<file path="config.mk">
export PLATFORM = sky130hd
export DESIGN_NAME = color_block_texture_decode_unit
export DESIGN_NICKNAME = d
export VERILOG_FILES = /design/src/rtl/core/cbtd_pkg.sv /design/src/rtl/core/cbtd_front.sv /design/src/rtl/core/cbtd_queue.sv /design/src/rtl/core/cbtd_back.sv /design/src/rtl/core/color_block_texture_decode_unit.sv
export SDC_FILE = /design/constraint.sdc
export NUM_CORES = 1
export LEC_CHECK = 0
export ABC_CLOCK_PERIOD_IN_PS = 8100
export CORE_MARGIN = 5
export CORE_UTILIZATION = 60
export DETAILED_ROUTE_END_ITERATION = 6
export DONT_BUFFER_PORTS = 1
export HOLD_SLACK_MARGIN = 0.03
export PLACE_DENSITY = 0.76
export SYNTH_ARGS = -nofsm -noshare
export SYNTH_HDL_FRONTEND = slang
export SYNTH_SLANG_ARGS = --single-unit
</file>
<file path="constraint.sdc">
create_clock -name clk -period 8.1 [get_ports clk]
set_input_delay 0.405 -clock clk [delete_from_list [all_inputs] [get_ports clk]]
set_output_delay 0.405 -clock clk [all_outputs]
set_load 0.005 [all_outputs]
</file>
<file path="src/rtl/core/cbtd_pkg.sv">
// ----------------------------------------------------------------------------
// cbtd_pkg: shared types and helpers for the color block texture decoder
// Palette word layout, queue sizing and the divide-by-three helper.
// ----------------------------------------------------------------------------
`default_nettype none

package cbtd_pkg;

	// queue between front and back
	localparam int QDepth = 2;
	localparam int QPtrW  = (QDepth > 1) ? $clog2(QDepth) : 1;
	localparam int QCntW  = $clog2(QDepth + 1);

	// index_order codes
	localparam logic OrderGx  = 1'b0;  // first pixel in bits 7..6
	localparam logic OrderDxt = 1'b1;  // first pixel in bits 1..0

	// palette entry selected by the transparent code
	localparam logic [1:0] SelTransp = 2'd3;

	// x/3 = (x * 683) >> 11, exact for x below 768
	localparam logic [9:0] Div3Mul   = 10'd683;
	localparam int         Div3Shift = 11;

	typedef struct packed {
		logic [7:0] r;
		logic [7:0] g;
		logic [7:0] b;
	} rgb_t;

	// one decoded block: four palette colors and the index bytes
	typedef struct packed {
		rgb_t [3:0]       pal;
		logic             transp;   // entry 3 is transparent black
		logic [3:0][7:0]  idx;      // idx[row]
	} blk_word_t;

	// front -> queue
	typedef struct packed {
		logic      push;
		blk_word_t word;
	} push_t;

	// queue -> front / back status
	typedef struct packed {
		logic full;
		logic head_valid;
	} q_status_t;

	function automatic logic [7:0] div3(input logic [9:0] x);
		logic [19:0] prod;
		prod = {10'd0, x} * {10'd0, Div3Mul};
		return prod[Div3Shift +: 8];
	endfunction

	function automatic logic [7:0] widen5(input logic [4:0] v);
		return {v, v[4:2]};
	endfunction

	function automatic logic [7:0] widen6(input logic [5:0] v);
		return {v, v[5:4]};
	endfunction

endpackage

`default_nettype wire

</file>
<file path="src/rtl/core/cbtd_front.sv">
// ----------------------------------------------------------------------------
// cbtd_front: block intake and palette build
// Takes a block word, expands endpoints, builds the four-entry palette.
// ----------------------------------------------------------------------------
`default_nettype none

module cbtd_front (
	input  wire logic                start,
	input  wire cbtd_pkg::q_status_t q_status,
	input  wire logic [15:0]         color_a,
	input  wire logic [15:0]         color_b,
	input  wire logic [7:0]          row0_indices,
	input  wire logic [7:0]          row1_indices,
	input  wire logic [7:0]          row2_indices,
	input  wire logic [7:0]          row3_indices,
	output cbtd_pkg::push_t          push_o
);

	cbtd_pkg::rgb_t ea;
	cbtd_pkg::rgb_t eb;
	logic           a_gt_b;
	cbtd_pkg::rgb_t third_a;
	cbtd_pkg::rgb_t third_b;
	cbtd_pkg::rgb_t mid;

	// bits 4..0 red, 10..5 green, 15..11 blue
	always_comb begin
		ea.r = cbtd_pkg::widen5(color_a[4:0]);
		ea.g = cbtd_pkg::widen6(color_a[10:5]);
		ea.b = cbtd_pkg::widen5(color_a[15:11]);
		eb.r = cbtd_pkg::widen5(color_b[4:0]);
		eb.g = cbtd_pkg::widen6(color_b[10:5]);
		eb.b = cbtd_pkg::widen5(color_b[15:11]);
	end

	assign a_gt_b = color_a > color_b;

	// rounded thirds and truncated midpoint, per channel
	always_comb begin
		third_a.r = cbtd_pkg::div3({1'b0, ea.r, 1'b0} + {2'b0, eb.r} + 10'd1);
		third_a.g = cbtd_pkg::div3({1'b0, ea.g, 1'b0} + {2'b0, eb.g} + 10'd1);
		third_a.b = cbtd_pkg::div3({1'b0, ea.b, 1'b0} + {2'b0, eb.b} + 10'd1);
		third_b.r = cbtd_pkg::div3({2'b0, ea.r} + {1'b0, eb.r, 1'b0} + 10'd1);
		third_b.g = cbtd_pkg::div3({2'b0, ea.g} + {1'b0, eb.g, 1'b0} + 10'd1);
		third_b.b = cbtd_pkg::div3({2'b0, ea.b} + {1'b0, eb.b, 1'b0} + 10'd1);
		mid.r     = 8'(({1'b0, ea.r} + {1'b0, eb.r}) >> 1);
		mid.g     = 8'(({1'b0, ea.g} + {1'b0, eb.g}) >> 1);
		mid.b     = 8'(({1'b0, ea.b} + {1'b0, eb.b}) >> 1);
	end

	always_comb begin
		push_o.push        = start & ~q_status.full;
		push_o.word.pal[0] = ea;
		push_o.word.pal[1] = eb;
		push_o.word.pal[2] = a_gt_b ? third_a : mid;
		push_o.word.pal[3] = a_gt_b ? third_b : '0;
		push_o.word.transp = ~a_gt_b;
		push_o.word.idx[0] = row0_indices;
		push_o.word.idx[1] = row1_indices;
		push_o.word.idx[2] = row2_indices;
		push_o.word.idx[3] = row3_indices;
	end

endmodule

`default_nettype wire

</file>
<file path="src/rtl/core/cbtd_queue.sv">
// ----------------------------------------------------------------------------
// cbtd_queue: short block queue between front and back
// Register-based FIFO of decoded block words.
// ----------------------------------------------------------------------------
`default_nettype none

module cbtd_queue (
	input  wire logic                 clk,
	input  wire logic                 arst_n,
	input  wire cbtd_pkg::push_t      push_i,
	input  wire logic                 pop,
	output cbtd_pkg::blk_word_t       head,
	output cbtd_pkg::q_status_t       q_status
);

	cbtd_pkg::blk_word_t               entries_q [cbtd_pkg::QDepth];
	logic [cbtd_pkg::QPtrW-1:0]        wr_ptr_q;
	logic [cbtd_pkg::QPtrW-1:0]        rd_ptr_q;
	logic [cbtd_pkg::QCntW-1:0]        count_q;
	logic                              do_pop;

	assign q_status.full       = count_q == cbtd_pkg::QCntW'(cbtd_pkg::QDepth);
	assign q_status.head_valid = count_q != '0;
	assign do_pop              = pop & q_status.head_valid;
	assign head                = entries_q[rd_ptr_q];

	function automatic logic [cbtd_pkg::QPtrW-1:0] ptr_inc(
		input logic [cbtd_pkg::QPtrW-1:0] p
	);
		return (p == cbtd_pkg::QPtrW'(cbtd_pkg::QDepth - 1)) ? '0 : p + 1'b1;
	endfunction

	always_ff @(posedge clk) begin
		if (push_i.push) begin
			entries_q[wr_ptr_q] <= push_i.word;
		end
	end

	always_ff @(posedge clk or negedge arst_n) begin
		if (!arst_n) begin
			wr_ptr_q <= '0;
			rd_ptr_q <= '0;
			count_q  <= '0;
		end else begin
			if (push_i.push) wr_ptr_q <= ptr_inc(wr_ptr_q);
			if (do_pop) rd_ptr_q <= ptr_inc(rd_ptr_q);
			case ({push_i.push, do_pop})
				2'b10:   count_q <= count_q + 1'b1;
				2'b01:   count_q <= count_q - 1'b1;
				default: count_q <= count_q;
			endcase
		end
	end

endmodule

`default_nettype wire

</file>
<file path="src/rtl/core/cbtd_back.sv">
// ----------------------------------------------------------------------------
// cbtd_back: pixel emitter
// Walks the head block pixel by pixel and registers one pixel a cycle while the queue holds a block.
// ----------------------------------------------------------------------------
`default_nettype none

module cbtd_back (
	input  wire logic                 clk,
	input  wire logic                 arst_n,
	input  wire logic                 index_order,
	input  wire cbtd_pkg::blk_word_t  head,
	input  wire cbtd_pkg::q_status_t  q_status,
	output logic                      pop,
	output logic                      strobe,
	output logic [1:0]                pixel_row,
	output logic [1:0]                pixel_col,
	output logic [7:0]                red,
	output logic [7:0]                green,
	output logic [7:0]                blue,
	output logic [7:0]                alpha,
	output logic                      last
);

	logic [3:0]      cnt_q;
	logic [7:0]      row_bits;
	logic [1:0]      sel;
	cbtd_pkg::rgb_t  pix;
	logic            strobe_q;
	logic [1:0]      row_q;
	logic [1:0]      col_q;
	cbtd_pkg::rgb_t  pix_q;
	logic [7:0]      alpha_q;
	logic            last_q;

	assign row_bits = head.idx[cnt_q[3:2]];

	always_comb begin
		case (cnt_q[1:0])
			2'd0:    sel = (index_order == cbtd_pkg::OrderDxt) ? row_bits[1:0] : row_bits[7:6];
			2'd1:    sel = (index_order == cbtd_pkg::OrderDxt) ? row_bits[3:2] : row_bits[5:4];
			2'd2:    sel = (index_order == cbtd_pkg::OrderDxt) ? row_bits[5:4] : row_bits[3:2];
			default: sel = (index_order == cbtd_pkg::OrderDxt) ? row_bits[7:6] : row_bits[1:0];
		endcase
	end

	assign pix = head.pal[sel];
	assign pop = q_status.head_valid & (cnt_q == 4'hF);

	always_ff @(posedge clk or negedge arst_n) begin
		if (!arst_n) begin
			cnt_q    <= '0;
			strobe_q <= 1'b0;
		end else begin
			strobe_q <= q_status.head_valid;
			if (q_status.head_valid) cnt_q <= cnt_q + 1'b1;
		end
	end

	always_ff @(posedge clk) begin
		if (q_status.head_valid) begin
			row_q   <= cnt_q[3:2];
			col_q   <= cnt_q[1:0];
			pix_q   <= pix;
			alpha_q <= (head.transp && sel == cbtd_pkg::SelTransp) ? 8'd0 : 8'd255;
			last_q  <= cnt_q == 4'hF;
		end
	end

	assign strobe    = strobe_q;
	assign pixel_row = row_q;
	assign pixel_col = col_q;
	assign red       = pix_q.r;
	assign green     = pix_q.g;
	assign blue      = pix_q.b;
	assign alpha     = alpha_q;
	assign last      = last_q;

endmodule

`default_nettype wire

</file>
<file path="src/rtl/core/color_block_texture_decode_unit.sv">
// ----------------------------------------------------------------------------
// color_block_texture_decode_unit: 4x4 color block decoder
// Expands a 5:6:5 endpoint pair into a palette and emits sixteen RGBA pixels.
// ----------------------------------------------------------------------------
//
// channel   signals                                   handshake
// -------   ---------------------------------------   -------------------------
// block in  color_a, color_b, row0..row3_indices      start & !busy
// pixel out pixel_row/col, red/green/blue/alpha, last strobe, one cycle, no stall
// config    cfg_data (index_order)                    cfg_valid & cfg_ready
//
// Flow: a block word is decoded into the queue the edge it is taken; its
//   pixels are then registered by the emitter, one pixel per cycle while
//   it is the head of the queue. The sustained rate is set by this
//   one-pixel-per-cycle emitter walking the head of the queue.
// Busy: high while the two-entry queue is full; a second block can be taken
//   while the first is still being emitted, so blocks stream gap-free.
// Reset: clears queue pointers, pixel counter, strobe and index_order.
// Stalls: the pixel receiver cannot hold off; output never waits.
//
// Pixels leave in row order, column 0 first. index_order picks where in a
// row byte the first pixel's index lives (0: bits 7..6, 1: bits 1..0).
// ----------------------------------------------------------------------------
`default_nettype none

module color_block_texture_decode_unit (
	input  wire logic        clk,
	input  wire logic        arst_n,
	// block word in
	input  wire logic        start,
	output logic             busy,
	input  wire logic [15:0] color_a,
	input  wire logic [15:0] color_b,
	input  wire logic [7:0]  row0_indices,
	input  wire logic [7:0]  row1_indices,
	input  wire logic [7:0]  row2_indices,
	input  wire logic [7:0]  row3_indices,
	// pixel out
	output logic             strobe,
	output logic [1:0]       pixel_row,
	output logic [1:0]       pixel_col,
	output logic [7:0]       red,
	output logic [7:0]       green,
	output logic [7:0]       blue,
	output logic [7:0]       alpha,
	output logic             last,
	// config write
	input  wire logic        cfg_valid,
	output logic             cfg_ready,
	input  wire logic        cfg_data
);

	cbtd_pkg::push_t      push;
	cbtd_pkg::q_status_t  q_status;
	cbtd_pkg::blk_word_t  head;
	logic                 pop;
	logic                 index_order_q;

	// config register: always ready; the user keeps it only written while idle, the block itself does not enforce this
	assign cfg_ready = 1'b1;

	always_ff @(posedge clk or negedge arst_n) begin
		if (!arst_n) begin
			index_order_q <= cbtd_pkg::OrderGx;
		end else if (cfg_valid && cfg_ready) begin
			index_order_q <= cfg_data;
		end
	end

	assign busy = q_status.full;

	// front: expand endpoints, build palette
	cbtd_front u_front (
		.start        (start),
		.q_status     (q_status),
		.color_a      (color_a),
		.color_b      (color_b),
		.row0_indices (row0_indices),
		.row1_indices (row1_indices),
		.row2_indices (row2_indices),
		.row3_indices (row3_indices),
		.push_o       (push)
	);

	// decoupling queue, two block words
	cbtd_queue u_queue (
		.clk      (clk),
		.arst_n   (arst_n),
		.push_i   (push),
		.pop      (pop),
		.head     (head),
		.q_status (q_status)
	);

	// back: sixteen pixels per head word
	cbtd_back u_back (
		.clk         (clk),
		.arst_n      (arst_n),
		.index_order (index_order_q),
		.head        (head),
		.q_status    (q_status),
		.pop         (pop),
		.strobe      (strobe),
		.pixel_row   (pixel_row),
		.pixel_col   (pixel_col),
		.red         (red),
		.green       (green),
		.blue        (blue),
		.alpha       (alpha),
		.last        (last)
	);

`ifndef SYNTH
	// last only on the final pixel of a block
	a_last_pos: assert property (@(posedge clk) disable iff (!arst_n)
		strobe && last |-> pixel_row == 2'd3 && pixel_col == 2'd3)
		else $error("last flag off the final pixel");

	// a block is emitted without gaps, in raster order
	a_no_gap: assert property (@(posedge clk) disable iff (!arst_n)
		strobe && !last |=> strobe &&
		({pixel_row, pixel_col} == $past({pixel_row, pixel_col}) + 4'd1))
		else $error("pixel sequence broken inside a block");

	// transparent entry is black
	a_transp: assert property (@(posedge clk) disable iff (!arst_n)
		strobe && alpha == 8'd0 |-> red == 8'd0 && green == 8'd0 && blue == 8'd0)
		else $error("transparent pixel not black");
`endif

endmodule

`default_nettype wire
</file>
==> results of run 1 <==
## layer usage
| layer | up-vias | global-route usage (%) |
|---|---|---|
| li1 | 7562 | - |
| met1 | 7790 | 33.0 |
| met2 | 545 | 42.8 |
| met3 | 102 | 4.16 |
| met4 | 0 | 5.78 |
| met5 | - | 0 |
## worst min-delay path by stage
stage	startpoint	slack [ns]	to
after detailed placement	arst_n	0.11	u_back.strobe
after floorplan	arst_n	0.11	index_order_q
after CTS	start	0.19	u_queue.wr_ptr_q
final	start	0.22	u_queue.wr_ptr_q
after global routing	start	0.22	u_queue.wr_ptr_q
after global placement	arst_n	0.11	u_back.strobe
## critical path, cell delays in order
cell and delay, ns:
fa_1 0.44, a21oi_1 0.17, nor2_1 0.05, nor2_1 0.21, o21bai_1 0.10, a21oi_1 0.32
o21bai_1 0.10, a21oi_1 0.27, xnor2_1 0.22, ha_1 0.30, ha_1 0.33, fa_1 0.46
fa_1 0.52, inv_1 0.05, fa_1 0.50, inv_1 0.04, ha_1 0.28, nand4_1 0.09
nor2_1 0.05, a221oi_1 0.43, o21ai_0 0.28, a41o_1 0.35, o21ai_0 0.31, a211oi_1 0.13
a31o_2 0.24
## final cells by class
class,instances,share of cell area (%)
multi-input combinational,1499,56.0
sequential,266,31.2
inverter,268,3.96
timing repair buffer,75,2.87
clock buffer,34,2.80
tap,518,2.55
clock inverter,15,0.640
## registers in the layout, summed over array words and instances (netlist names)
signal,cells
u_back.pixel_row,2
u_queue.rd_ptr_q,1
u_back.red,8
u_queue.wr_ptr_q,1
u_back.alpha,1
u_back.last,1
u_back.cnt_q,4
u_queue.count_q,2
index_order_q,1
u_queue.entries_q,226
u_back.pixel_col,2
u_back.green,8
u_back.strobe,1
u_back.blue,8
## kinds of logic (layout without fill, tap and decap cells)
| logic type | Yosys count | in the layout | share of synthesized area [%] |
|---|---|---|---|
| buf+inv | 329 | 392 | 5.65 |
| compound gates | 400 | 400 | 11.2 |
| flops | 266 | 266 | 33.9 |
| xor+xnor | 162 | 162 | 6.17 |
| simple gates | 352 | 352 | 7.38 |
| fa+ha+maj | 542 | 542 | 33.0 |
| other cells | 2 | 2 | 0.0320 |
| mux | 41 | 41 | 2.75 |
## synth_stat cells, types with 12 or more instances
cell type,count
a211oi_1,15
a21o_1,28
a21oi_1,135
a31oi_1,12
buf_2,18
clkbuf_1,28
edfxtp_1,256
fa_1,126
ha_1,416
inv_1,267
mux2i_1,15
mux4_2,18
nand2_1,75
nand2b_1,20
nand3_1,19
nor2_1,95
nor2b_1,44
nor3_1,38
o2111ai_1,13
o21ai_0,55
o21bai_1,18
o221ai_1,18
o22a_1,16
o31ai_1,27
or3_1,19
xnor2_1,114
xor2_1,46
## repair_timing
action,in CTS,in global routing
hold buffers,67,0
setup endpoints to repair,0,0
endpoints found under the hold margin,139,0
## per-stage QoR
stage	setup WS [ns]	instance area, um2	std cells
after floorplan	1.80	23400	2094
after global placement	1.39	23900	2559
after detailed placement	1.20	23900	2559
after CTS	1.80	25400	2675
after global routing	1.33	25400	2675
final	1.73	25400	2675
==> metrics, run 1 <==
outcome=finished clean; GRT Total Usage=24.8%; area of the multi-input gates=0.0142 mm2; residual DRC count=0; Seq/Total Area, Yosys=33.9%; Finished Core Util=65.8%; Initial Utilization=60.7%; CTS tree=built; TritonRoute pass-1 iters=5; CTS root buf=clkbuf_16; Hold Path Cell Cnt=2; routed wl met2=26600 um; chip width=208 um; FF-to-FF path depth=10; Main synth FF type=edfxtp_1; post-route ant nets=0; Worst-Skew Late Latency=0.54 ns; Post-synth EDFFs=256; Core ar.=0.0386 mm2; Layout area overhead=8.47%; Mean Syn Cell Area=11.2 um2; FF+latch count, synth=266; Die Ht=208 um; Worst setup endpoint=u_queue.entries_q[1][127]; Initial DRC Count=1113; Mapped Area=0.0234 mm2; Worst Path Arrival=6.67 ns; Pins Over Slew Limit=0; Congestion Overflow GR=0; top routing layer used=met4; vias after detailed routing=15999; top post-synthesis cells by area=edfxtp_1 (33%), ha_1 (22%), fa_1 (11%); hold_ws=0.216 ns; Port Buf Inserts=0; asr flop ratio synth=3.76%; final hold violations=0; Synth Warn #=0; Critical Path RT=8.40 ns; Synth cell types=73; worst reg2reg path startpoint=u_queue.rd_ptr_q; H-tree depth=1; average wire per standard cell=20.3 um; Synth top area share=32.8%; Max FO, Critical Path=9; Die ar.=0.0431 mm2; Final nets=2748; period utilization=78.7%; post-CTS resize count=0; number of antenna violations at the first check in global routing=0; Worst-Margin Slew=1.22 ns; area leader, netlist=edfxtp_1; commonest non-fill, non-tap cells in the layout=ha_1 (416), inv_1 (267), edfxtp_1 (256); Period minus WS final=6.37 ns; Clock Tree Buf Depth=3; largest net degree at the start of global routing=78; max_cap viols=0; R2R setup slack=3.36 ns; fmax=157 MHz; commonest non-fill, non-tap cell in the layout=ha_1; FF/Latch Area=0.00794 mm2; vias per inst=5.98; reg2reg end=u_back.blue[0]; Setup violations, final=0; global-route wire length before repair=87600 um; Fin Clk Skew=0.0161 ns; Setup Fix Bufs, Post-CTS=0; Post-Route WL=54200 um; # IOs=109; synthesized net count=2705; clock sink count=266; M1 wire length=22700 um; row count=72; kind of critical path=input pin to flip-flop; Detail Route met3 WL=3480 um; layout cells sized above 1=4.54%; Fin Setup TNS=0 ns; relative slew slack=18.7%; placer congestion estimate=0.926; Fillers=2847; clk slew on worst S/H paths=0.06 ns; Startpoint Class=input pin; cell count after synthesis=2094; Worst Setup SP=color_a[2]; Hold Crit Class=input pin to flip-flop; number of CTS-inserted buffers=27; RSZ-0062 raised after global routing=false; HPWL after detailed placement=41000 um; vias in the first global route=16646; CP endpoint kind=flip-flop; # diodes=0
Power of run 1 is not shown: default switching activity piles up to over one toggle a cycle in this logic, so the estimate is an artifact.
==> inputs of run 2 (changes only) <==
--- a/config.mk
+++ b/config.mk
@@ -5,7 +5,7 @@
 export SDC_FILE = /design/constraint.sdc
 export NUM_CORES = 1
 export LEC_CHECK = 0
-export ABC_CLOCK_PERIOD_IN_PS = 8100
+export ABC_CLOCK_PERIOD_IN_PS = 5900
 export CORE_MARGIN = 5
 export CORE_UTILIZATION = 60
 export DETAILED_ROUTE_END_ITERATION = 6
==> constraint.sdc (replaced) <==
create_clock -name clk -period 5.9 [get_ports clk]
set_input_delay 0.295 -clock clk [delete_from_list [all_inputs] [get_ports clk]]
set_output_delay 0.295 -clock clk [all_outputs]
set_load 0.005 [all_outputs]
==> run 2 against run 1 <==
  * Routed wire length up 2.6%
  * Critical endpoint is now u_queue.entries_q[0][103]
  * Die area did not move
  * Setup slack worse by 1.4 ns
==> metrics, run 2 (synthesized netlist as in run 1, its figures left out) <==
outcome=finished clean; layout cells sized above 1=9.74% (+5.2 points); Initial DRC Count=1288 (+16%); CTS root buf=clkbuf_16; Hold Crit Class=input pin to async pin; largest net degree at the start of global routing=75 (-3.8%); Layout area overhead=12.6%; Fillers=2759 (-3.1%); Finished Core Util=68.3% (+2.5 points); Congestion Overflow GR=0 (unchanged); Pins Over Slew Limit=0 (unchanged); CP endpoint kind=flip-flop; vias per inst=5.93 (-0.81%); Worst-Skew Late Latency=0.54 ns (about the same); routed wl met2=27400 um (+3.0%); Setup Fix Bufs, Post-CTS=0 (unchanged); Fin Clk Skew=0.00818 ns (-0.00789 ns); Core ar.=0.0386 mm2 (unchanged); Die ar.=0.0431 mm2 (unchanged); top routing layer used=met4; Period minus WS final=5.58 ns; placer congestion estimate=0.902 (-2.6%); max_cap viols=0 (unchanged); Critical Path RT=6.16 ns (-2.24 ns); Initial Utilization=60.7% (unchanged); area of the multi-input gates=0.0143 mm2 (+0.55%); max reg flops=226 (unchanged); Startpoint Class=input pin; row count=72 (unchanged); residual DRC count=0 (unchanged); Largest Register=u_queue.entries_q; CTS tree=built; Die Ht=208 um (unchanged); Worst Path Arrival=5.85 ns (-0.82 ns); HPWL after detailed placement=41700 um (+1.6%); H-tree depth=1 (unchanged); Setup violations, final=0 (unchanged); relative slew slack=23.2% (+4.5 points); global-route wire length before repair=88800 um (+1.5%); commonest non-fill, non-tap cells in the layout=ha_1 (416), inv_1 (267), edfxtp_1 (256); Final nets=2859 (+4.0%); average wire per standard cell=20.0 um (-1.6%); number of CTS-inserted buffers=28 (+3.7%); M1 wire length=23200 um (+2.1%); kind of critical path=input pin to flip-flop; chip width=208 um (unchanged); fmax=179 MHz; clk slew on worst S/H paths=0.07 ns (about the same); final hold violations=0 (unchanged); GRT Total Usage=25.1% (+0.39 points); commonest non-fill, non-tap cell in the layout=ha_1; TritonRoute pass-1 iters=5 (unchanged); FF/Latch Area=0.00794 mm2 (unchanged); Max FO, Critical Path=9 (unchanged); Port Buf Inserts=0 (unchanged); vias in the first global route=16993 (+2.1%); Clock Tree Buf Depth=3 (unchanged); # IOs=109 (unchanged); clock sink count=266 (unchanged); number of antenna violations at the first check in global routing=1 (+1); post-route ant nets=0 (unchanged); vias after detailed routing=16545 (+3.4%); Post-Route WL=55700 um (+2.6%); period utilization=94.6%; Detail Route met3 WL=3440 um (-1.0%); Worst-Margin Slew=1.15 ns (-0.0678 ns)
[run 2: changes by cell type in the layout (fill, tap and decap cells not counted), moves of 4 or more]
cell / before / now
clkinv_2: 7 / 3
a21oi_1: 135 / 130
clkinv_1: 1 / 5
buf_4: 8 / 117
a21oi_2: 0 / 5
[run 2: metrics by stage]
| stage | TNS, ns | hold slack [ns] | instances | instance area [um2] | setup slack (ns) |
|---|---|---|---|---|---|
| final | 0 | 0.184 | 2789 | 26400 | 0.317 |
| after global routing | -0.0338 | 0.208 | 2789 | 26400 | -0.0169 |
| after CTS | 0 | 0.145 | 2788 | 26400 | 0.187 |
| after detailed placement | -5.61 | -0.000230 | 2668 | 24800 | -0.352 |
| after global placement | -0.988 | -0.000328 | 2668 | 24800 | -0.201 |
| after floorplan | 0 | -0.000591 | 2094 | 23500 | 0.00173 |
[run 2: worst paths after layout]
check                                   start                   endpoint  slack, ns  cells past startpoint
max                                color_a[2]  u_queue.entries_q[0][103]       0.32                     25
min                                    arst_n            u_back.cnt_q[1]       0.18                      1
max reg2reg                  u_queue.rd_ptr_q             u_back.blue[3]       1.49                      8
min reg2reg                u_queue.count_q[1]         u_queue.count_q[1]       0.51                      1
max in group asynchronous              arst_n           u_queue.rd_ptr_q       5.31                      1
min in group clk                  color_a[14]   u_queue.entries_q[1][81]       0.25                      3
[run 2: worst max-delay path: stages]
cell       delay (ns)
fa_1             0.45
a21o_1           0.19
a21oi_2          0.15
o21bai_1         0.10
a21oi_2          0.16
o21bai_1         0.10
a21oi_2          0.17
xor2_1           0.20
inv_1            0.06
ha_1             0.29
ha_1             0.34
fa_1             0.51
fa_1             0.51
inv_1            0.05
fa_1             0.50
inv_1            0.05
ha_1             0.28
nand3_1          0.11
a211oi_2         0.24
o2111ai_1        0.24
a31oi_2          0.30
a21oi_1          0.13
o21bai_1         0.17
xnor2_1          0.14
mux2i_1          0.11
[run 2: cell type report]
cell class / count / share of cell area (%)
clock inverters: 16 / 0.635
well taps: 518 / 2.46
clock buffers: 36 / 2.89
multi-input cells: 1499 / 54.2
repair buffers: 185 / 5.91
diodes: 1 / 0.00948
flip-flops and latches: 266 / 30.1
inverters: 268 / 3.81
[run 2: per-layer routing]
layer / GRT usage [%] / vias to the layer above
met5: 0 / -
met4: 6.68 / 0
met3: 3.69 / 130
met2: 44.2 / 620
met1: 32.9 / 8029
li1: - / 7766
[run 2: repair_timing]
item,CTS,global route
resized for setup,0,6
setup endpoints to repair,0,8
endpoints found under the hold margin,140,0
hold buffers,68,0
Power of run 2 is left out for the same reason.
